<file path="src/hw/rtl/vpid_pkg.sv">
// Shared types, register map, reset values and helpers for the velocity PID controller.
`default_nettype none

package vpid_pkg;

  // Build-time defaults
  localparam int DEF_CONTROL_FORM = 0;
  localparam int DEF_SIGNAL_WIDTH = 32;

  // Control forms
  localparam int FORM_PID  = 0;
  localparam int FORM_PI_D = 1;
  localparam int FORM_I_PD = 2;

  // Config port geometry
  localparam int CFG_AW = 5;
  localparam int CFG_DW = 32;

  typedef enum logic [2:0] {
    REG_P_GAIN    = 3'd0,
    REG_I_COEFF   = 3'd1,
    REG_D_COEFF   = 3'd2,
    REG_D_POLE    = 3'd3,
    REG_OUT_MAX   = 3'd4,
    REG_OUT_MIN   = 3'd5,
    REG_RATE_UP   = 3'd6,
    REG_RATE_DOWN = 3'd7
  } cfg_reg_t;

  typedef struct packed {
    logic signed [31:0] p_gain;
    logic        [30:0] i_coeff;
    logic        [30:0] d_coeff;
    logic        [15:0] d_pole;
    logic signed [31:0] out_max;
    logic signed [31:0] out_min;
    logic signed [31:0] rate_up;
    logic signed [31:0] rate_down;
  } pid_cfg_t;

  localparam pid_cfg_t CFG_RESET = '{
    p_gain:    32'sd65536,
    i_coeff:   31'd655360,
    d_coeff:   31'd6489,
    d_pole:    16'd649,
    out_max:   32'sd6553600,
    out_min:   -32'sd6553600,
    rate_up:   32'sd65536,
    rate_down: -32'sd65536
  };

  // Channel payloads
  typedef struct packed {
    logic signed [31:0] setpoint;
    logic signed [31:0] feedback;
  } pid_in_t;

  typedef struct packed {
    logic signed [31:0] drive;
    logic               limiting;
  } pid_out_t;

  // Controller states
  typedef enum logic [3:0] {
    ST_IDLE,
    ST_DIFF,
    ST_WAIT_I,
    ST_WAIT_D,
    ST_WAIT_F,
    ST_SUM,
    ST_MUL_P,
    ST_WAIT_P,
    ST_CLAMP,
    ST_RATE,
    ST_OUT
  } ctrl_state_t;

  // Products formed on the shared multiplier
  typedef enum logic [1:0] {
    MUL_I,   // i_coeff * error
    MUL_D,   // d_coeff * second difference
    MUL_F,   // d_pole * filtered derivative
    MUL_P    // p_gain * summed velocity
  } mul_op_t;

  typedef struct packed {
    logic    load;
    logic    diff;
    logic    mul_start;
    mul_op_t mul_op;
    logic    mul_cap;
    mul_op_t cap_op;
    logic    sum;
    logic    clamp;
    logic    rate;
    logic    out_load;
  } ctrl_cmd_t;

  typedef struct packed {
    logic mul_done;
  } dp_status_t;

  // Internal signal width, held to the supported range
  function automatic int sig_w(input int w);
    int r;
    r = w;
    if (w < 16) r = 16;
    if (w > 48) r = 48;
    return r;
  endfunction

endpackage

`default_nettype wire

</file>
<file path="src/hw/rtl/vpid_ctrl.sv">
// Controller: sequences one sample through the datapath and owns the handshakes.
`default_nettype none

module vpid_ctrl (
  input  wire logic                 clk,
  input  wire logic                 rst_n,
  input  wire logic                 in_valid,
  output logic                      in_stall,
  output logic                      out_valid,
  input  wire logic                 out_stall,
  input  wire vpid_pkg::dp_status_t status,
  output vpid_pkg::ctrl_cmd_t       cmd
);

  vpid_pkg::ctrl_state_t state_r;
  vpid_pkg::ctrl_state_t state_nxt;
  logic                  out_valid_r;
  logic                  out_valid_nxt;
  logic                  out_free;

  // Output register can take a new result
  assign out_free = !out_valid_r || !out_stall;

  // Next state
  always_comb begin
    state_nxt = state_r;
    unique case (state_r)
      vpid_pkg::ST_IDLE:   if (in_valid) state_nxt = vpid_pkg::ST_DIFF;
      vpid_pkg::ST_DIFF:   state_nxt = vpid_pkg::ST_WAIT_I;
      vpid_pkg::ST_WAIT_I: if (status.mul_done) state_nxt = vpid_pkg::ST_WAIT_D;
      vpid_pkg::ST_WAIT_D: if (status.mul_done) state_nxt = vpid_pkg::ST_WAIT_F;
      vpid_pkg::ST_WAIT_F: if (status.mul_done) state_nxt = vpid_pkg::ST_SUM;
      vpid_pkg::ST_SUM:    state_nxt = vpid_pkg::ST_MUL_P;
      vpid_pkg::ST_MUL_P:  state_nxt = vpid_pkg::ST_WAIT_P;
      vpid_pkg::ST_WAIT_P: if (status.mul_done) state_nxt = vpid_pkg::ST_CLAMP;
      vpid_pkg::ST_CLAMP:  state_nxt = vpid_pkg::ST_RATE;
      vpid_pkg::ST_RATE:   state_nxt = vpid_pkg::ST_OUT;
      vpid_pkg::ST_OUT:    if (out_free) state_nxt = vpid_pkg::ST_IDLE;
      default:             state_nxt = vpid_pkg::ST_IDLE;
    endcase
  end

  // Datapath commands
  always_comb begin
    cmd        = '0;
    cmd.mul_op = vpid_pkg::MUL_I;
    cmd.cap_op = vpid_pkg::MUL_I;
    unique case (state_r)
      vpid_pkg::ST_IDLE: begin
        cmd.load = in_valid;
      end
      vpid_pkg::ST_DIFF: begin
        cmd.diff      = 1'b1;
        cmd.mul_start = 1'b1;
        cmd.mul_op    = vpid_pkg::MUL_I;
      end
      vpid_pkg::ST_WAIT_I: begin
        cmd.mul_cap   = status.mul_done;
        cmd.cap_op    = vpid_pkg::MUL_I;
        cmd.mul_start = status.mul_done;
        cmd.mul_op    = vpid_pkg::MUL_D;
      end
      vpid_pkg::ST_WAIT_D: begin
        cmd.mul_cap   = status.mul_done;
        cmd.cap_op    = vpid_pkg::MUL_D;
        cmd.mul_start = status.mul_done;
        cmd.mul_op    = vpid_pkg::MUL_F;
      end
      vpid_pkg::ST_WAIT_F: begin
        cmd.mul_cap = status.mul_done;
        cmd.cap_op  = vpid_pkg::MUL_F;
      end
      vpid_pkg::ST_SUM: begin
        cmd.sum = 1'b1;
      end
      vpid_pkg::ST_MUL_P: begin
        cmd.mul_start = 1'b1;
        cmd.mul_op    = vpid_pkg::MUL_P;
      end
      vpid_pkg::ST_WAIT_P: begin
        cmd.mul_cap = status.mul_done;
        cmd.cap_op  = vpid_pkg::MUL_P;
      end
      vpid_pkg::ST_CLAMP: begin
        cmd.clamp = 1'b1;
      end
      vpid_pkg::ST_RATE: begin
        cmd.rate = 1'b1;
      end
      vpid_pkg::ST_OUT: begin
        cmd.out_load = out_free;
      end
      default: begin
        cmd.load = 1'b0;
      end
    endcase
  end

  // Result valid: set on load, cleared when the transaction completes
  always_comb begin
    out_valid_nxt = out_valid_r;
    if (cmd.out_load) begin
      out_valid_nxt = 1'b1;
    end else if (out_valid_r && !out_stall) begin
      out_valid_nxt = 1'b0;
    end
  end

  always_ff @(posedge clk) begin
    if (!rst_n) begin
      state_r     <= vpid_pkg::ST_IDLE;
      out_valid_r <= 1'b0;
    end else begin
      state_r     <= state_nxt;
      out_valid_r <= out_valid_nxt;
    end
  end

  assign in_stall  = (state_r != vpid_pkg::ST_IDLE);
  assign out_valid = out_valid_r;

endmodule

`default_nettype wire

</file>
<file path="config.mk">
export PLATFORM = sky130hd
export DESIGN_NAME = vpid_ctrl
export DESIGN_NICKNAME = d
export VERILOG_FILES = /design/src/hw/rtl/vpid_pkg.sv /design/src/hw/rtl/vpid_ctrl.sv
export SDC_FILE = /design/constraint.sdc
export NUM_CORES = 1
export LEC_CHECK = 0
export BUFFER_PORTS_ARGS = -buffer_cell sky130_fd_sc_hd__buf_2
export CORE_AREA = 2 2 39 41
export CTS_CLUSTER_SIZE = 14
export DETAILED_ROUTE_END_ITERATION = 8
export DIE_AREA = 0 0 41 43
export GPL_TIMING_DRIVEN = 0
export PLACE_DENSITY_LB_ADDON = 0.15
export RECOVER_POWER = 50
export SYNTH_ARGS = -nofsm -noshare
export SYNTH_HDL_FRONTEND = slang
export SYNTH_SLANG_ARGS = --single-unit
</file>
<file path="constraint.sdc">
create_clock -name clk -period 1.42 [get_ports clk]
set_input_delay 0.284 -clock clk [delete_from_list [all_inputs] [get_ports clk]]
set_output_delay 0.284 -clock clk [all_outputs]
set_load 0.05 [all_outputs]
</file>
==> metrics.md <==
| Metric | Value |
|---|---|
| Worst clock skew on the final layout | `approximately 0.001 ns` |
| Floorplan die area | `1760 um^2` |
| Vertical die dimension | `43 um` |
| Crit-path cells | `buf_8 > clkinvlp_4 > buf_4 > nor3_4 > buf_6` |
| Clock tree from TritonCTS | `yes` |
| DRT Wirelength | `1620 um` |
| Remaining DRCs | `0` |
| Post-layout nets | `approximately 110` |
| Reg-to-reg startpoint | `state_r[1]` |
| Final routed wire length divided by cell count | `13.6 um` |
| Routed length on met1 | `733 um` |
| Total overflow reported by the global router | `0` |
| Critical path fanouts, max | `6` |
| Failing checks | `negative setup slack` |
| CTS Sinks | `5` |
| TritonCTS Buffers | `3` |
| Met2 wire len | `between 800 and 900 um` |
| Register-to-Register Setup Slack | `about 0.09 ns` |
| Uppermost signal routing layer after detailed routing | `met4` |
| Via density | `just over 5` |
| Most common cell after layout, fill and taps aside | `sky130_fd_sc_hd__buf_4` |
| Result of the run | `finished with violations` |
| Family of cells with the greatest summed delay on the critical path | `buffers and inverters` |
| Average size of a mapped cell | `7.47 um^2` |
| Cell variety after synth | `31` |
| Worst EP required | `1.14 ns` |
| Total of warnings raised by yosys | `0` |
| Net count of the mapped netlist | `67` |
| Endpoint, Worst Hold | `state_r[1]` |
| Chip Width | `roughly 41 um` |
| Number of diodes | `0` |
| Share of the core filled with cells in the final layout | `76.9%` |
| Number of endpoints with negative hold slack in the final report | `0` |
| Unrepaired setup endpoints after global routing | `true` |
| Clk_lat worst skew | `0.24 ns` |
| Worst hold path stage count | `3` |
| Type of the most critical hold path | `primary input to register` |
| Root Driver | `sky130_fd_sc_hd__clkbuf_4` |
| Worst Path Buf+Inv | `4` |
| Initial antenna violation count | `0` |
| Worst Path Class, Setup | `register to primary output` |
| Effective utilization at floorplan | `around 33%` |
| DR vias | `roughly 600` |
| Number of standard cells after synthesis | `62` |
| Wire length of the first global-routing pass | `about 2500 um` |
| Worst setup slack after layout | `-0.249 ns` |
| Highest ir drop seen on vdd | `580 uV` |
| Clk buf depth | `2` |
| Total of hold buffers inserted after clock tree synthesis | `0` |
| Netlist area before placement | `463 um^2` |
| Total of fill cells in the finished design | `91` |
| Share of synthesized flip-flops with an asynchronous set or reset | `0%` |
| DRT iter0 DRCs | `12` |
| GRT Util Overall | `20.6%` |
| Slew Viols, Final | `0` |
| Area growth syn-to-layout | `130%` |
| DP Worst Slack | `-0.157 ns` |
| IO Pins | `19` |
| Via count of the first global-routing pass | `601` |
| I/O Buffers | `18` |
| Max-cap check violation count | `0` |
| Number of cell instances on the worst register-to-register path | `6` |
| Core region area | `1380 um^2` |
| Nature of the critical path endpoint | `primary output` |
| Origin of the worst min-delay path | `rst_n` |
| Startpoint type of the worst setup path | `register` |
| Share of the clock period used by the worst path after layout | `118%` |
| Rel. slew slack | `81.5%` |
| Top library cells by usage in the layout, fill and taps aside | `19 x sky130_fd_sc_hd__buf_4, 13 x sky130_fd_sc_hd__buf_6, 4 x sky130_fd_sc_hd__buf_8, 4 x sky130_fd_sc_hd__nand2_1, 4 x sky130_fd_sc_hd__buf_2` |
| Arrival time at the worst endpoint | `roughly 1.4 ns` |
| Metal3 WL | `54 um` |
| First-pass iteration count of the detailed router | `4` |
| Dpl hpwl | `869 um` |
| Standby leakage power | `0.000419 uW` |
| Reg clk slew, reported paths | `0.05 ns` |
| Combined flip-flop and latch cell area | `approximately 110 um^2` |
| Leading register cell type out of synthesis | `sky130_fd_sc_hd__dfxtp_1` |
| Ratio of cells with drive above 1 in the final layout | `68.9%` |
| Count of flip-flops with a built-in enable after synthesis | `0` |
| Fmax | `0.599 GHz` |
| Rows | `14` |
| RD Place Congestion | `0.719` |
| H-tree Lvls | `1` |
| Synthesized flop and latch total | `5` |
| Antenna Nets Post-Route | `0` |
| Power Density | `792 nW/um^2` |
| Share of synthesized area occupied by flip-flops and latches | `roughly 22%` |
| Largest net degree at the start of global routing | `11` |
| Worst flop-to-flop path endpoint | `state_r[3]` |
| Final worst path period need | `between 1.5 and 2 ns` |
| Cell at the slowest stage of the critical path | `sky130_fd_sc_hd__dfxtp_4` |
| Non-filler cells, final | `approximately 120` |
| Placed cell count | `96` |
| Area occupied by multi-input gates | `462 um^2` |
| Setup-failing EPs final | `13` |
| Least-Margin Pin Slew | `~0.28 ns` |
| Stage delay of the slowest cell on the critical path | `roughly 0.36 ns` |
==> synthesized netlist by cell type, drive strengths merged (3+ instances only) <==
master  instances  area (um^2)
a21oi           4         20.0
buf             6         35.0
dfxtp           5          100
nand2           4         15.0
nand2b          3         18.8
nor2            4         15.0
nor3            3         15.0
nor3b           3         22.5
nor4b           3         26.3
==> report_power, final <==
group | total, uW | switching, uW | leakage [uW] | internal (uW)
Clock | 168 | 61.5 | 0.0000150 | 106
Combinational | 512 | 274 | 0.000362 | 238
Sequential | 163 | 12.3 | 0.0000425 | 151
==> worst max path at each step <==
stage | startpoint | to | depth (start not counted)
finish | state_r[2] | cmd[5] | 5
global route | state_r[2] | cmd[5] | 5
CTS | state_r[1] | cmd[6] | 5
detailed placement | state_r[2] | cmd[9] | 5
global placement | state_r[2] | cmd[9] | 5
floorplan | state_r[2] | cmd[3] | 3
==> registers in the layout (all words and copies together) (netlist names) <==
signal	cells
state_r	4
out_valid	1
==> metal layers <==
| metal | up-vias | track usage, % |
|---|---|---|
| met5 | - | 0 |
| li1 | 308 | - |
| met4 | 0 | 6.00 |
| met3 | 2 | 7.33 |
| met1 | 290 | 26.9 |
| met2 | 12 | 30.9 |
==> layout make-up <==
cell class,count,share of cell area (%)
Timing Repair Buffer,37,30.8
Clock buffer,4,2.47
Tap cell,16,1.88
Multi-Input combinational cell,48,43.4
Sequential cell,5,10.2
Buffer,7,9.87
Inverter,2,1.41
==> timing repair <==
action	in CTS	in global routing
gates cloned	1	0
gates resized for setup	44	7
setup endpoints to repair	13	13
setup buffers	16	2
pin swaps	8	4
==> worst reg2reg max path, stage by stage (launching register included) <==
cell	delay [ns]
sky130_fd_sc_hd__dfxtp_4	0.37
sky130_fd_sc_hd__buf_4	0.13
sky130_fd_sc_hd__nand4bb_1	0.12
sky130_fd_sc_hd__buf_4	0.15
sky130_fd_sc_hd__buf_4	0.13
sky130_fd_sc_hd__o22a_1	0.21
sky130_fd_sc_hd__a21boi_1	0.14
==> kinds of logic after synthesis <==
kind of cell              Yosys count  synth area share [%]
AOI/OAI and AO/OA                  15                  22.7
buffers and inverters               9                  10.0
muxes                               1                  3.24
and+or+nand+nor                    30                  38.6
DFF                                 5                  21.6
xor gates and xnor gates            2                  3.78
==> metrics by stage <==
| stage | hold slack [ns] | setup TNS [ns] | area, um^2 | power [uW] |
|---|---|---|---|---|
| global route | 0.312 | -2.86 | 1060 | 888 |
| CTS | 0.309 | -2.08 | 1020 | 819 |
| finish | 0.318 | -2.12 | 1060 | 844 |
| floorplan | 0.399 | -0.495 | 606 | 460 |
| detailed placement | 0.539 | -0.482 | 716 | 520 |
| global placement | 0.530 | -0.504 | 716 | 518 |
(Power assumes the default switching activity.)
