File: config.mk
export PLATFORM = sky130hd
export DESIGN_NAME = vpid_dp
export DESIGN_NICKNAME = d
export VERILOG_FILES = /design/src/hw/rtl/vpid_pkg.sv /design/src/hw/rtl/vpid_mul.sv /design/src/hw/rtl/vpid_dp.sv
export SDC_FILE = /design/constraint.sdc
export NUM_CORES = 2
export LEC_CHECK = 0
export BUFFER_PORTS_ARGS = -buffer_cell sky130_fd_sc_hd__buf_2
export CAP_MARGIN = 25
export CORE_MARGIN = 5
export CORE_UTILIZATION = 59
export CTS_CLUSTER_DIAMETER = 80
export CTS_CLUSTER_SIZE = 24
export DETAILED_ROUTE_END_ITERATION = 7
export PLACE_DENSITY = 0.88
export SLEW_MARGIN = 40
export SYNTH_ARGS = -nofsm -noshare
export SYNTH_HDL_FRONTEND = slang
export SYNTH_HIERARCHICAL = 1
export SYNTH_SLANG_ARGS = --single-unit
File: constraint.sdc
create_clock -name clk -period 7.15 [get_ports clk]
set_input_delay 0 -clock clk [delete_from_list [all_inputs] [get_ports clk]]
set_output_delay 0 -clock clk [all_outputs]
set_load 0.01 [all_outputs]
File: src/hw/rtl/vpid_pkg.sv
// Shared types, register map, reset values and helpers for the velocity PID controller.
`default_nettype none

package vpid_pkg;

  // Build-time defaults
  localparam int DEF_CONTROL_FORM = 0;
  localparam int DEF_SIGNAL_WIDTH = 32;

  // Control forms
  localparam int FORM_PID  = 0;
  localparam int FORM_PI_D = 1;
  localparam int FORM_I_PD = 2;

  // Config port geometry
  localparam int CFG_AW = 5;
  localparam int CFG_DW = 32;

  typedef enum logic [2:0] {
    REG_P_GAIN    = 3'd0,
    REG_I_COEFF   = 3'd1,
    REG_D_COEFF   = 3'd2,
    REG_D_POLE    = 3'd3,
    REG_OUT_MAX   = 3'd4,
    REG_OUT_MIN   = 3'd5,
    REG_RATE_UP   = 3'd6,
    REG_RATE_DOWN = 3'd7
  } cfg_reg_t;

  typedef struct packed {
    logic signed [31:0] p_gain;
    logic        [30:0] i_coeff;
    logic        [30:0] d_coeff;
    logic        [15:0] d_pole;
    logic signed [31:0] out_max;
    logic signed [31:0] out_min;
    logic signed [31:0] rate_up;
    logic signed [31:0] rate_down;
  } pid_cfg_t;

  localparam pid_cfg_t CFG_RESET = '{
    p_gain:    32'sd65536,
    i_coeff:   31'd655360,
    d_coeff:   31'd6489,
    d_pole:    16'd649,
    out_max:   32'sd6553600,
    out_min:   -32'sd6553600,
    rate_up:   32'sd65536,
    rate_down: -32'sd65536
  };

  // Channel payloads
  typedef struct packed {
    logic signed [31:0] setpoint;
    logic signed [31:0] feedback;
  } pid_in_t;

  typedef struct packed {
    logic signed [31:0] drive;
    logic               limiting;
  } pid_out_t;

  // Controller states
  typedef enum logic [3:0] {
    ST_IDLE,
    ST_DIFF,
    ST_WAIT_I,
    ST_WAIT_D,
    ST_WAIT_F,
    ST_SUM,
    ST_MUL_P,
    ST_WAIT_P,
    ST_CLAMP,
    ST_RATE,
    ST_OUT
  } ctrl_state_t;

  // Products formed on the shared multiplier
  typedef enum logic [1:0] {
    MUL_I,   // i_coeff * error
    MUL_D,   // d_coeff * second difference
    MUL_F,   // d_pole * filtered derivative
    MUL_P    // p_gain * summed velocity
  } mul_op_t;

  typedef struct packed {
    logic    load;
    logic    diff;
    logic    mul_start;
    mul_op_t mul_op;
    logic    mul_cap;
    mul_op_t cap_op;
    logic    sum;
    logic    clamp;
    logic    rate;
    logic    out_load;
  } ctrl_cmd_t;

  typedef struct packed {
    logic mul_done;
  } dp_status_t;

  // Internal signal width, held to the supported range
  function automatic int sig_w(input int w);
    int r;
    r = w;
    if (w < 16) r = 16;
    if (w > 48) r = 48;
    return r;
  endfunction

endpackage

`default_nettype wire

File: src/hw/rtl/vpid_mul.sv
// Shared sequential multiplier: signed product, Q16 rounding, saturation.
`default_nettype none

module vpid_mul #(
  parameter int SIGNAL_WIDTH = vpid_pkg::DEF_SIGNAL_WIDTH
) (
  input  wire logic                                          clk,
  input  wire logic                                          rst_n,
  input  wire logic                                          start,
  input  wire logic signed [32:0]                            a,
  input  wire logic signed [vpid_pkg::sig_w(SIGNAL_WIDTH)+2:0] b,
  output logic                                               done,
  output logic signed [vpid_pkg::sig_w(SIGNAL_WIDTH)-1:0]      res
);

  localparam int SW   = vpid_pkg::sig_w(SIGNAL_WIDTH);
  localparam int BW   = SW + 3;
  localparam int NCH  = (BW + 31) / 32;
  localparam int BPW  = NCH * 32;
  localparam int PW   = BPW + 32;
  localparam int MW   = PW - 16;
  localparam int CNTW = $clog2(NCH + 1);

  localparam logic [PW-1:0] RND   = PW'(32768);
  localparam logic [MW-1:0] LIM_P = {{(MW-SW+1){1'b0}}, {(SW-1){1'b1}}};
  localparam logic [MW-1:0] LIM_N = {{(MW-SW){1'b0}}, 1'b1, {(SW-1){1'b0}}};

  logic            neg_r;
  logic [31:0]     amag_r;
  logic [BPW-1:0]  bsh_r;
  logic [CNTW-1:0] cnt_r;
  logic [63:0]     pp_r;
  logic            pp_v_r;
  logic            pp_last_r;
  logic [PW-1:0]   acc_r;
  logic            acc_done_r;
  logic            done_r;
  logic [SW-1:0]   res_r;

  logic [32:0]     a_abs;
  logic [BW-1:0]   b_abs;
  logic [31:0]     chunk;
  logic [63:0]     pp_nxt;
  logic [PW-1:0]   acc_nxt;
  logic [MW-1:0]   mag;
  logic [MW-1:0]   lim;
  logic [MW-1:0]   mag_c;
  logic [SW-1:0]   mag_lo;
  logic [SW-1:0]   res_nxt;

  // Operand magnitudes
  always_comb begin
    a_abs = a[32] ? 33'(-a) : 33'(a);
    b_abs = b[BW-1] ? BW'(-b) : BW'(b);
  end

  // One 32x32 slice per cycle, most significant slice first
  assign chunk  = bsh_r[BPW-1 -: 32];
  assign pp_nxt = amag_r * chunk;

  // Accumulate slices, rounding constant added with the last one
  assign acc_nxt = (acc_r << 32) + PW'(pp_r) + (pp_last_r ? RND : '0);

  // Round-off shift, saturate magnitude, restore sign
  always_comb begin
    mag     = acc_r[PW-1:16];
    lim     = neg_r ? LIM_N : LIM_P;
    mag_c   = (mag > lim) ? lim : mag;
    mag_lo  = mag_c[SW-1:0];
    res_nxt = neg_r ? (~mag_lo + 1'b1) : mag_lo;
  end

  // Control flops
  always_ff @(posedge clk) begin
    if (!rst_n) begin
      cnt_r      <= '0;
      pp_v_r     <= 1'b0;
      pp_last_r  <= 1'b0;
      acc_done_r <= 1'b0;
      done_r     <= 1'b0;
    end else begin
      if (start) begin
        cnt_r <= CNTW'(NCH);
      end else if (cnt_r != '0) begin
        cnt_r <= cnt_r - 1'b1;
      end
      pp_v_r     <= (cnt_r != '0) && !start;
      pp_last_r  <= (cnt_r == CNTW'(1)) && !start;
      acc_done_r <= pp_v_r && pp_last_r;
      done_r     <= acc_done_r;
    end
  end

  // Datapath flops
  always_ff @(posedge clk) begin
    if (start) begin
      neg_r  <= a[32] ^ b[BW-1];
      amag_r <= a_abs[31:0];
      bsh_r  <= BPW'(b_abs);
      acc_r  <= '0;
    end else begin
      if (cnt_r != '0) begin
        pp_r  <= pp_nxt;
        bsh_r <= bsh_r << 32;
      end
      if (pp_v_r) begin
        acc_r <= acc_nxt;
      end
    end
    if (acc_done_r) begin
      res_r <= res_nxt;
    end
  end

  assign done = done_r;
  assign res  = res_r;

endmodule

`default_nettype wire

File: src/hw/rtl/vpid_dp.sv
// Datapath: error history, velocity terms, integrator, clamp and rate limit.
`default_nettype none

module vpid_dp #(
  parameter int CONTROL_FORM = vpid_pkg::DEF_CONTROL_FORM,
  parameter int SIGNAL_WIDTH = vpid_pkg::DEF_SIGNAL_WIDTH
) (
  input  wire logic                 clk,
  input  wire logic                 rst_n,
  input  wire vpid_pkg::pid_cfg_t   cfg,
  input  wire vpid_pkg::pid_in_t    in_data,
  input  wire vpid_pkg::ctrl_cmd_t  cmd,
  output vpid_pkg::dp_status_t      status,
  output vpid_pkg::pid_out_t        out_data
);

  localparam int SW = vpid_pkg::sig_w(SIGNAL_WIDTH);
  localparam int BW = SW + 3;
  localparam int LW = (SW > 32) ? SW : 32;
  localparam int EW = LW + 4;

  localparam logic signed [EW-1:0] SMAX  = {{(EW-SW+1){1'b0}}, {(SW-1){1'b1}}};
  localparam logic signed [EW-1:0] SMIN  = {{(EW-SW+1){1'b1}}, {(SW-1){1'b0}}};
  localparam logic signed [EW-1:0] DMAX  = {{(EW-31){1'b0}}, {31{1'b1}}};
  localparam logic signed [EW-1:0] DMIN  = {{(EW-31){1'b1}}, {31{1'b0}}};
  localparam logic signed [EW-1:0] ZERO  = '0;

  function automatic logic signed [SW-1:0] sat_w(input logic signed [EW-1:0] x);
    logic signed [EW-1:0] y;
    y = (x > SMAX) ? SMAX : ((x < SMIN) ? SMIN : x);
    return y[SW-1:0];
  endfunction

  function automatic logic signed [31:0] sat_32(input logic signed [EW-1:0] x);
    logic signed [EW-1:0] y;
    y = (x > DMAX) ? DMAX : ((x < DMIN) ? DMIN : x);
    return y[31:0];
  endfunction

  // Loop state (reset to zero)
  logic signed [SW-1:0] last_err_r;
  logic signed [SW-1:0] older_err_r;
  logic signed [SW-1:0] last_fb_r;
  logic signed [SW-1:0] older_fb_r;
  logic signed [SW-1:0] fd_r;
  logic signed [SW-1:0] integ_r;
  logic signed [31:0]   prev_drive_r;
  logic signed [SW-1:0] os_r;

  // Per-sample working registers
  logic signed [SW-1:0] fb_r;
  logic signed [SW-1:0] err_r;
  logic signed [SW:0]   vp_r;
  logic signed [BW-1:0] dd_r;
  logic signed [SW-1:0] vi_r;
  logic signed [SW-1:0] t1_r;
  logic signed [SW-1:0] sum_r;
  logic signed [LW-1:0] lim_r;
  vpid_pkg::pid_out_t   out_r;

  logic signed [SW-1:0] fb_nxt;
  logic signed [SW-1:0] err_nxt;
  logic signed [SW:0]   vp_nxt;
  logic signed [BW-1:0] dd_nxt;
  logic signed [SW-1:0] sum_nxt;
  logic signed [LW-1:0] lim_nxt;
  logic signed [31:0]   drive_nxt;
  logic signed [SW-1:0] os_nxt;
  logic                 limiting_nxt;
  logic signed [SW-1:0] fd_nxt;
  logic signed [SW-1:0] integ_nxt;

  logic signed [EW-1:0] fb_e, sp_e, e_e, le_e, oe_e, f_e, lf_e, of_e;
  logic signed [EW-1:0] vp_e, dd_e, vi_e, sum_e, ig_e, lim_e;
  logic signed [EW-1:0] pd_e, diff_e, up_e, dn_e, sel_e;
  logic                 vi_pos, vi_neg, os_pos, os_neg, allow_i;

  logic signed [32:0]   mul_a;
  logic signed [BW-1:0] mul_b;
  logic                 mul_done;
  logic signed [SW-1:0] mul_res;

  // Error of the new sample
  always_comb begin
    fb_e    = EW'(in_data.feedback);
    fb_nxt  = sat_w(fb_e);
    sp_e    = EW'(in_data.setpoint);
    err_nxt = sat_w(sp_e - EW'(fb_nxt));
  end

  // Proportional delta and second difference for the chosen form
  always_comb begin
    e_e  = EW'(err_r);
    le_e = EW'(last_err_r);
    oe_e = EW'(older_err_r);
    f_e  = EW'(fb_r);
    lf_e = EW'(last_fb_r);
    of_e = EW'(older_fb_r);
    if (CONTROL_FORM == vpid_pkg::FORM_I_PD) begin
      vp_e = lf_e - f_e;
      dd_e = (lf_e <<< 1) - f_e - of_e;
    end else if (CONTROL_FORM == vpid_pkg::FORM_PI_D) begin
      vp_e = e_e - le_e;
      dd_e = (lf_e <<< 1) - f_e - of_e;
    end else begin
      vp_e = e_e - le_e;
      dd_e = e_e - (le_e <<< 1) + oe_e;
    end
    vp_nxt = vp_e[SW:0];
    dd_nxt = dd_e[BW-1:0];
  end

  // Multiplier operand select
  always_comb begin
    mul_a = '0;
    mul_b = '0;
    unique case (cmd.mul_op)
      vpid_pkg::MUL_I: begin
        mul_a = {2'b00, cfg.i_coeff};
        mul_b = BW'(err_r);
      end
      vpid_pkg::MUL_D: begin
        mul_a = {2'b00, cfg.d_coeff};
        mul_b = dd_r;
      end
      vpid_pkg::MUL_F: begin
        mul_a = {17'b0, cfg.d_pole};
        mul_b = BW'(fd_r);
      end
      vpid_pkg::MUL_P: begin
        mul_a = {cfg.p_gain[31], cfg.p_gain};
        mul_b = BW'(sum_r);
      end
      default: begin
        mul_a = '0;
        mul_b = '0;
      end
    endcase
  end

  vpid_mul #(
    .SIGNAL_WIDTH(SIGNAL_WIDTH)
  ) u_mul (
    .clk  (clk),
    .rst_n(rst_n),
    .start(cmd.mul_start),
    .a    (mul_a),
    .b    (mul_b),
    .done (mul_done),
    .res  (mul_res)
  );

  // Filter and integrator updates from a finished product
  assign fd_nxt    = sat_w(EW'(t1_r) + EW'(mul_res));
  assign integ_nxt = sat_w(EW'(integ_r) + EW'(mul_res));

  // Velocity sum; integral term held off while it would grow the overshoot
  always_comb begin
    vi_pos  = !vi_r[SW-1] && (vi_r != '0);
    vi_neg  = vi_r[SW-1];
    os_pos  = !os_r[SW-1] && (os_r != '0);
    os_neg  = os_r[SW-1];
    allow_i = !((vi_pos && os_pos) || (vi_neg && os_neg));
    vi_e    = allow_i ? EW'(vi_r) : ZERO;
    sum_e   = EW'(vp_r) + EW'(fd_r) + vi_e;
    sum_nxt = sat_w(sum_e);
  end

  // Output clamp (upper bound tested first)
  always_comb begin
    ig_e = EW'(integ_r);
    if (ig_e > EW'(cfg.out_max)) begin
      lim_e = EW'(cfg.out_max);
    end else if (ig_e < EW'(cfg.out_min)) begin
      lim_e = EW'(cfg.out_min);
    end else begin
      lim_e = ig_e;
    end
    lim_nxt = lim_e[LW-1:0];
  end

  // Rate limit against the previous drive (rise test first)
  always_comb begin
    pd_e   = EW'(prev_drive_r);
    diff_e = EW'(lim_r) - pd_e;
    up_e   = pd_e + EW'(cfg.rate_up);
    dn_e   = pd_e + EW'(cfg.rate_down);
    if (diff_e > EW'(cfg.rate_up)) begin
      sel_e = up_e;
    end else if (diff_e < EW'(cfg.rate_down)) begin
      sel_e = dn_e;
    end else begin
      sel_e = EW'(lim_r);
    end
    drive_nxt = sat_32(sel_e);
  end

  // Overshoot and limiting flag from the final drive
  always_comb begin
    os_nxt       = sat_w(EW'(integ_r) - EW'(prev_drive_r));
    limiting_nxt = (EW'(integ_r) != EW'(prev_drive_r));
  end

  // Loop state
  always_ff @(posedge clk) begin
    if (!rst_n) begin
      last_err_r   <= '0;
      older_err_r  <= '0;
      last_fb_r    <= '0;
      older_fb_r   <= '0;
      fd_r         <= '0;
      integ_r      <= '0;
      prev_drive_r <= '0;
      os_r         <= '0;
    end else begin
      if (cmd.diff) begin
        older_err_r <= last_err_r;
        last_err_r  <= err_r;
        older_fb_r  <= last_fb_r;
        last_fb_r   <= fb_r;
      end
      if (cmd.mul_cap && (cmd.cap_op == vpid_pkg::MUL_F)) begin
        fd_r <= fd_nxt;
      end
      if (cmd.mul_cap && (cmd.cap_op == vpid_pkg::MUL_P)) begin
        integ_r <= integ_nxt;
      end
      if (cmd.rate) begin
        prev_drive_r <= drive_nxt;
      end
      if (cmd.out_load) begin
        os_r <= os_nxt;
      end
    end
  end

  // Working registers
  always_ff @(posedge clk) begin
    if (cmd.load) begin
      fb_r  <= fb_nxt;
      err_r <= err_nxt;
    end
    if (cmd.diff) begin
      vp_r <= vp_nxt;
      dd_r <= dd_nxt;
    end
    if (cmd.mul_cap && (cmd.cap_op == vpid_pkg::MUL_I)) begin
      vi_r <= mul_res;
    end
    if (cmd.mul_cap && (cmd.cap_op == vpid_pkg::MUL_D)) begin
      t1_r <= mul_res;
    end
    if (cmd.sum) begin
      sum_r <= sum_nxt;
    end
    if (cmd.clamp) begin
      lim_r <= lim_nxt;
    end
    if (cmd.out_load) begin
      out_r.drive    <= prev_drive_r;
      out_r.limiting <= limiting_nxt;
    end
  end

  assign status.mul_done = mul_done;
  assign out_data        = out_r;

endmodule

`default_nettype wire

==> results.txt <==
The run finished, with violations left. The checks that failed: setup timing. The share of total power in combinational logic is between 70 and 80%. The TritonCTS sink count came out at approximately 750.

The remaining global-route overflow is 0. TritonCTS built the clock tree. Entering global routing, the biggest net connects ~140 pins.

Once placement completed, the tool counted placed cells totaling 11956. The average wire per standard cell came out at roughly 23 um. The half-perimeter wire length after placement came out at roughly 220000 um. The share of the yosys chip area belonging to registers is 21.76%.

The number of warning messages in the yosys log came out at 6. The sequential cell fraction of total power is 15.0%. The latest clock arrival within the worst-skew pair came out at between 0.7 and 0.8 ns. On the final layout, the worst hold slack is about 0.038 ns. The die footprint is approximately 0.16 mm^2. At the worst endpoint, the required time is between 7 and 8 ns.

The worst-case clock buffer depth came out at 3. The number of enable flip-flop cells after synthesis is between 400 and 500. Yosys attributes the largest share of cell area to sky130_fd_sc_hd__fa_1, sky130_fd_sc_hd__edfxtp_1, sky130_fd_sc_hd__ha_1. The slew at the pin closest to its max-slew limit is ~1 ns.

The minimum clock period is around 8.0 ns. The final weighted congestion of routability-driven global placement came out at ~1.0. The path class of the tightest hold or removal check is primary input to flip-flop. In this run the tightest slew margin relative to its limit is roughly a third. The first TritonRoute pass finished after 8 iterations. The placed standard-cell area is 0.09577 mm^2. The final net count is 12309.

The cell sitting at the root of the clock tree is a sky130_fd_sc_hd__clkbuf_16. The post-synthesis async set-or-reset flop share came out at 0%. CTS built an H-tree with a depth of 2.

The utilization of the core after routing is roughly 68%. The number of distinct library cells after synthesis is about 110. The clock-pin slew reported for the worst setup and hold paths after clock tree synthesis came out at about 0.090 ns. The initial DRC count is 8014. The sequential cell area in the final layout came out at a little under 0.02 mm^2. Port buffering added about 350 buffers. The endpoint type of the worst setup path is a flip-flop. The average size of a mapped cell came out at about 9.2 um^2. The worst setup path is of the flip-flop to flip-flop kind.

The initial cell density of the core is between 50% and 60%. At the placement stage, the worst setup path has a slack of -0.7378 ns. The dominant register cell in the synthesized netlist is sky130_fd_sc_hd__edfxtp_1.

The total wire length came out at about 280000 um. The via count of the first global-routing pass is 77273. The width of the die is 397.0 um. The floorplan has ~140 rows.

In this run the vertical extent of the chip is slightly below 400 um. On the worst path, the slowest cell contributes a delay of 0.63 ns. The wire length of the first global-routing pass is ~430000 um. The leakage power figure is between 40 and 50 nW. Excluding fillers, the count of instances in the completed layout stands at between 10000 and 15000. After synthesis, the largest family of logic cells by area is adder cells.

The number of max-slew violations in the final report came to 0. The worst endpoint data arrival time came out at 8.44 ns. Of the total power, the share spent switching nets is approximately 50%. In this run the remaining antenna-violating nets after routing total 0.

The number of nets handed over by synthesis was approximately 12000. The net switching power of the design is 22.63 mW. Setup violations remaining at the end of the flow were counted as 41. The compound-gate portion of the synthesized area came out at between 10% and 20%. After layout, the worst setup slack is -0.8336 ns. The via density per instance came out at a little over 6.

The fraction of final layout cells with drive strength greater than 1 came out at between 10% and 20%. The count of final hold-check violations is 0. The post-route fraction of the period consumed by the critical path came out at 111.7%. The standard cell core area came out at about 0.15 mm^2. STA classifies the critical path startpoint as a flip-flop. The total track usage is a little over a third. The power per cell area came out at 458.0 mW/mm^2. The total non-filler cell area in the finished layout is 0.1015 mm^2.

The cell that appears most often on the critical path is sky130_fd_sc_hd__fa_1. The largest total area in the synthesized netlist belongs to sky130_fd_sc_hd__fa_1. Walking the worst path, the cells encountered are buf_12, buf_4, and2_1, fa_1, inv_1, fa_1, inv_1, fa_1, fa_1, fa_2, fa_2, fa_1, inv_1, fa_1, inv_2, ha_4, a211oi_2, nand2_1, a211o_1, o211ai_1, a21oi_2, a211o_1, a221oi_2, xnor2_1. For the final database, setup skew stands at ~0.05 ns. The XOR/XNOR share of the synthesized area came out at under 10%. The area growth from synthesis to layout came out at 14.81%. The total number of vias is approximately 76000. The total DRC errors in the routed layout came out at 0. Of all nets on the critical path, the largest fanout is 9. The internal cell power came out at 23.84 mW. After Yosys synthesis, full adders, half adders and majority gates account for 33.81% of the synthesized area.

The number of max-cap violations is 0. The synthesized netlist devotes ~15% of its cell area to simple gates. The relative contribution of the clock network to total power came out at 7.7%. The multiplexer area fraction after synthesis is under 10%. The maximum ir drop on the vdd rail came out at 1.290 mV. The mapped netlist covers 0.08838 mm^2. Setup repair after global routing could not meet its margin everywhere.

Synthesis produced a netlist whose cell count is between 9000 and 10000. The initial antenna violation count came to 8. The flip-flop and latch count after synthesis is around 750. The number of CTS-inserted buffers is between 50 and 60. The number of I/O pins is 350. The layout filler cell count is 10791. The cell with the largest stage delay on the worst path is sky130_fd_sc_hd__fa_2. The fraction of post-synthesis cell area in the top cell type by area is a little over a fifth. For this run, the top clock speed supported by timing is 125.3 MHz. The area of the multi-input gates came out at about 0.064 mm^2.
-- routing by layer --
metal | part of all wire [%] | global-route usage [%]
met1 | 37 | 43.88
met2 | 46 | 56.66
met3 | 10 | 8.346
met4 | 6.7 | 18.50
met5 | 0.016 | 0
-- placed cells by master, fill, tap and decap left out, types with 38 or more instances in the layout --
cell type,Yosys,layout
sky130_fd_sc_hd__nand4_1,85,85
sky130_fd_sc_hd__o21a_1,67,67
sky130_fd_sc_hd__a21o_1,269,269
sky130_fd_sc_hd__maj3_1,55,55
sky130_fd_sc_hd__mux2i_1,191,190
sky130_fd_sc_hd__mux4_2,47,47
sky130_fd_sc_hd__nor2_1,348,340
sky130_fd_sc_hd__or3_1,48,48
sky130_fd_sc_hd__buf_2,13,345
sky130_fd_sc_hd__nor2b_1,140,139
sky130_fd_sc_hd__buf_4,2,422
sky130_fd_sc_hd__inv_1,1390,1325
sky130_fd_sc_hd__a31oi_1,50,47
sky130_fd_sc_hd__inv_2,0,65
sky130_fd_sc_hd__and3_1,58,56
sky130_fd_sc_hd__nand2b_1,79,79
sky130_fd_sc_hd__nand2_1,721,719
sky130_fd_sc_hd__and2_4,0,50
sky130_fd_sc_hd__o21bai_1,55,54
sky130_fd_sc_hd__a211oi_1,75,73
sky130_fd_sc_hd__nor3_1,91,84
sky130_fd_sc_hd__buf_6,1,52
sky130_fd_sc_hd__xor2_1,140,135
sky130_fd_sc_hd__a21oi_1,588,566
sky130_fd_sc_hd__buf_12,0,63
sky130_fd_sc_hd__fa_2,0,53
sky130_fd_sc_hd__ha_1,783,742
sky130_fd_sc_hd__edfxtp_1,425,425
sky130_fd_sc_hd__o21ai_1,32,38
sky130_fd_sc_hd__dfxtp_1,323,318
sky130_fd_sc_hd__nand3_1,94,92
sky130_fd_sc_hd__xnor2_1,321,310
sky130_fd_sc_hd__dlygate4sd3_1,0,173
sky130_fd_sc_hd__and2_1,681,630
sky130_fd_sc_hd__nor4_1,51,49
sky130_fd_sc_hd__o21ai_0,473,453
sky130_fd_sc_hd__fa_1,970,917
sky130_fd_sc_hd__clkbuf_16,0,59
-- cell usage after synthesis (25+ instances only) --
library cell / instances
sky130_fd_sc_hd__nor3_1: 91
sky130_fd_sc_hd__o21ai_0: 473
sky130_fd_sc_hd__o31ai_1: 31
sky130_fd_sc_hd__nor2_1: 348
sky130_fd_sc_hd__buf_1: 25
sky130_fd_sc_hd__and2_1: 681
sky130_fd_sc_hd__fa_1: 970
sky130_fd_sc_hd__o21a_1: 67
sky130_fd_sc_hd__nand3_1: 94
sky130_fd_sc_hd__mux4_2: 47
sky130_fd_sc_hd__maj3_1: 55
sky130_fd_sc_hd__nand2_1: 721
sky130_fd_sc_hd__o21bai_1: 55
sky130_fd_sc_hd__nor2b_1: 140
sky130_fd_sc_hd__clkbuf_1: 412
sky130_fd_sc_hd__a22o_1: 33
sky130_fd_sc_hd__inv_1: 1390
sky130_fd_sc_hd__o21ai_1: 32
sky130_fd_sc_hd__a21o_1: 269
sky130_fd_sc_hd__and3_1: 58
sky130_fd_sc_hd__nand2b_1: 79
sky130_fd_sc_hd__or3_1: 48
sky130_fd_sc_hd__nand4_1: 85
sky130_fd_sc_hd__xnor2_1: 321
sky130_fd_sc_hd__dfxtp_1: 323
sky130_fd_sc_hd__edfxtp_1: 425
sky130_fd_sc_hd__a21oi_1: 588
sky130_fd_sc_hd__a211oi_1: 75
sky130_fd_sc_hd__nor4_1: 51
sky130_fd_sc_hd__mux2i_1: 191
sky130_fd_sc_hd__a31oi_1: 50
sky130_fd_sc_hd__ha_1: 783
sky130_fd_sc_hd__xor2_1: 140
-- cell type report --
type,instances,share of cell area [%]
Tap cell,2016,2.486
Clock inverter,39,0.5721
Clock buffer,65,1.414
Inverter,1391,5.145
Sequential cell,748,18.96
Multi-Input combinational cell,6973,62.73
Timing Repair Buffer,1071,8.686
Antenna cell,3,0.007398
-- critical path: cells and delay by family, from the launching register on --
family	cells	cell delay [ns]
compound gates	6	1.67
xor+xnor	1	0.14
fa+ha+maj	9	4.60
buf+inv	6	0.59
flops	1	0.46
simple gates	2	0.25
-- stage by stage --
stage	total power, mW	setup TNS [ns]
2_1_floorplan	26.73	-0.3698
3_3_place_gp	36.83	-12.10
3_5_place_dp	37.51	-16.04
4_1_cts	44.06	-9.820
5_1_grt	49.42	-24.03
6_report	46.48	-18.75
-- cells by family (layout without fill, tap and decap cells) --
kind of cell    Yosys count  after routing
simple gates           2497           2497
mux                     242            242
other cells               0              3
compound gates         1955           1955
buf+inv                1846           2566
fa+ha+maj              1818           1818
flops                   748            748
xor+xnor                461            461
-- sequential cells by signal (all words and copies together) (netlist names), 2 cells and up --
signal and cells:
last_err_r 32, older_err_r 32, u_mul/amag_r 32, err_r 32, u_mul/cnt_r 2, u_mul/acc_r 96, vp_r 33, u_mul/bsh_r 64
u_mul/res 32, u_mul/pp_r 64, os_r 32, prev_drive_r 32, vi_r 32, fd_r 32, out_data 33, lim_r 32
sum_r 32, dd_r 35, integ_r 32, t1_r 32
-- power groups by stage --
| stage | sequential (mW) | clock (mW) | combinational (mW) |
|---|---|---|---|
| 6_report | 6.98 | 3.60 | 35.9 |
| 2_1_floorplan | 6.67 | 0 | 20.1 |
| 3_5_place_dp | 7.03 | 0 | 30.5 |
| 4_1_cts | 6.94 | 3.64 | 33.5 |
| 3_3_place_gp | 7.00 | 0 | 29.8 |
| 5_1_grt | 7.01 | 3.79 | 38.6 |
-- worst paths after layout --
kind,from,to,slack [ns],depth (start not counted)
worst min register to register,u_mul/bsh_r[5],u_mul/bsh_r[37],0.47,1
worst min-delay path,in_data[10],err_r[10],0.04,7
worst max register to register,u_mul/amag_r[10],u_mul/pp_r[61],-0.83,24
worst max-delay path,u_mul/amag_r[10],u_mul/pp_r[61],-0.83,24
-- repair_timing --
action	in CTS	in global routing
setup endpoints to repair	41	101
endpoints found under the hold margin	415	0
pin swaps	145	83
resized for setup	207	132
gates cloned	4	3
setup buffers	42	27
hold buffers	173	0
Note: power is estimated with default switching activity, not from simulation.
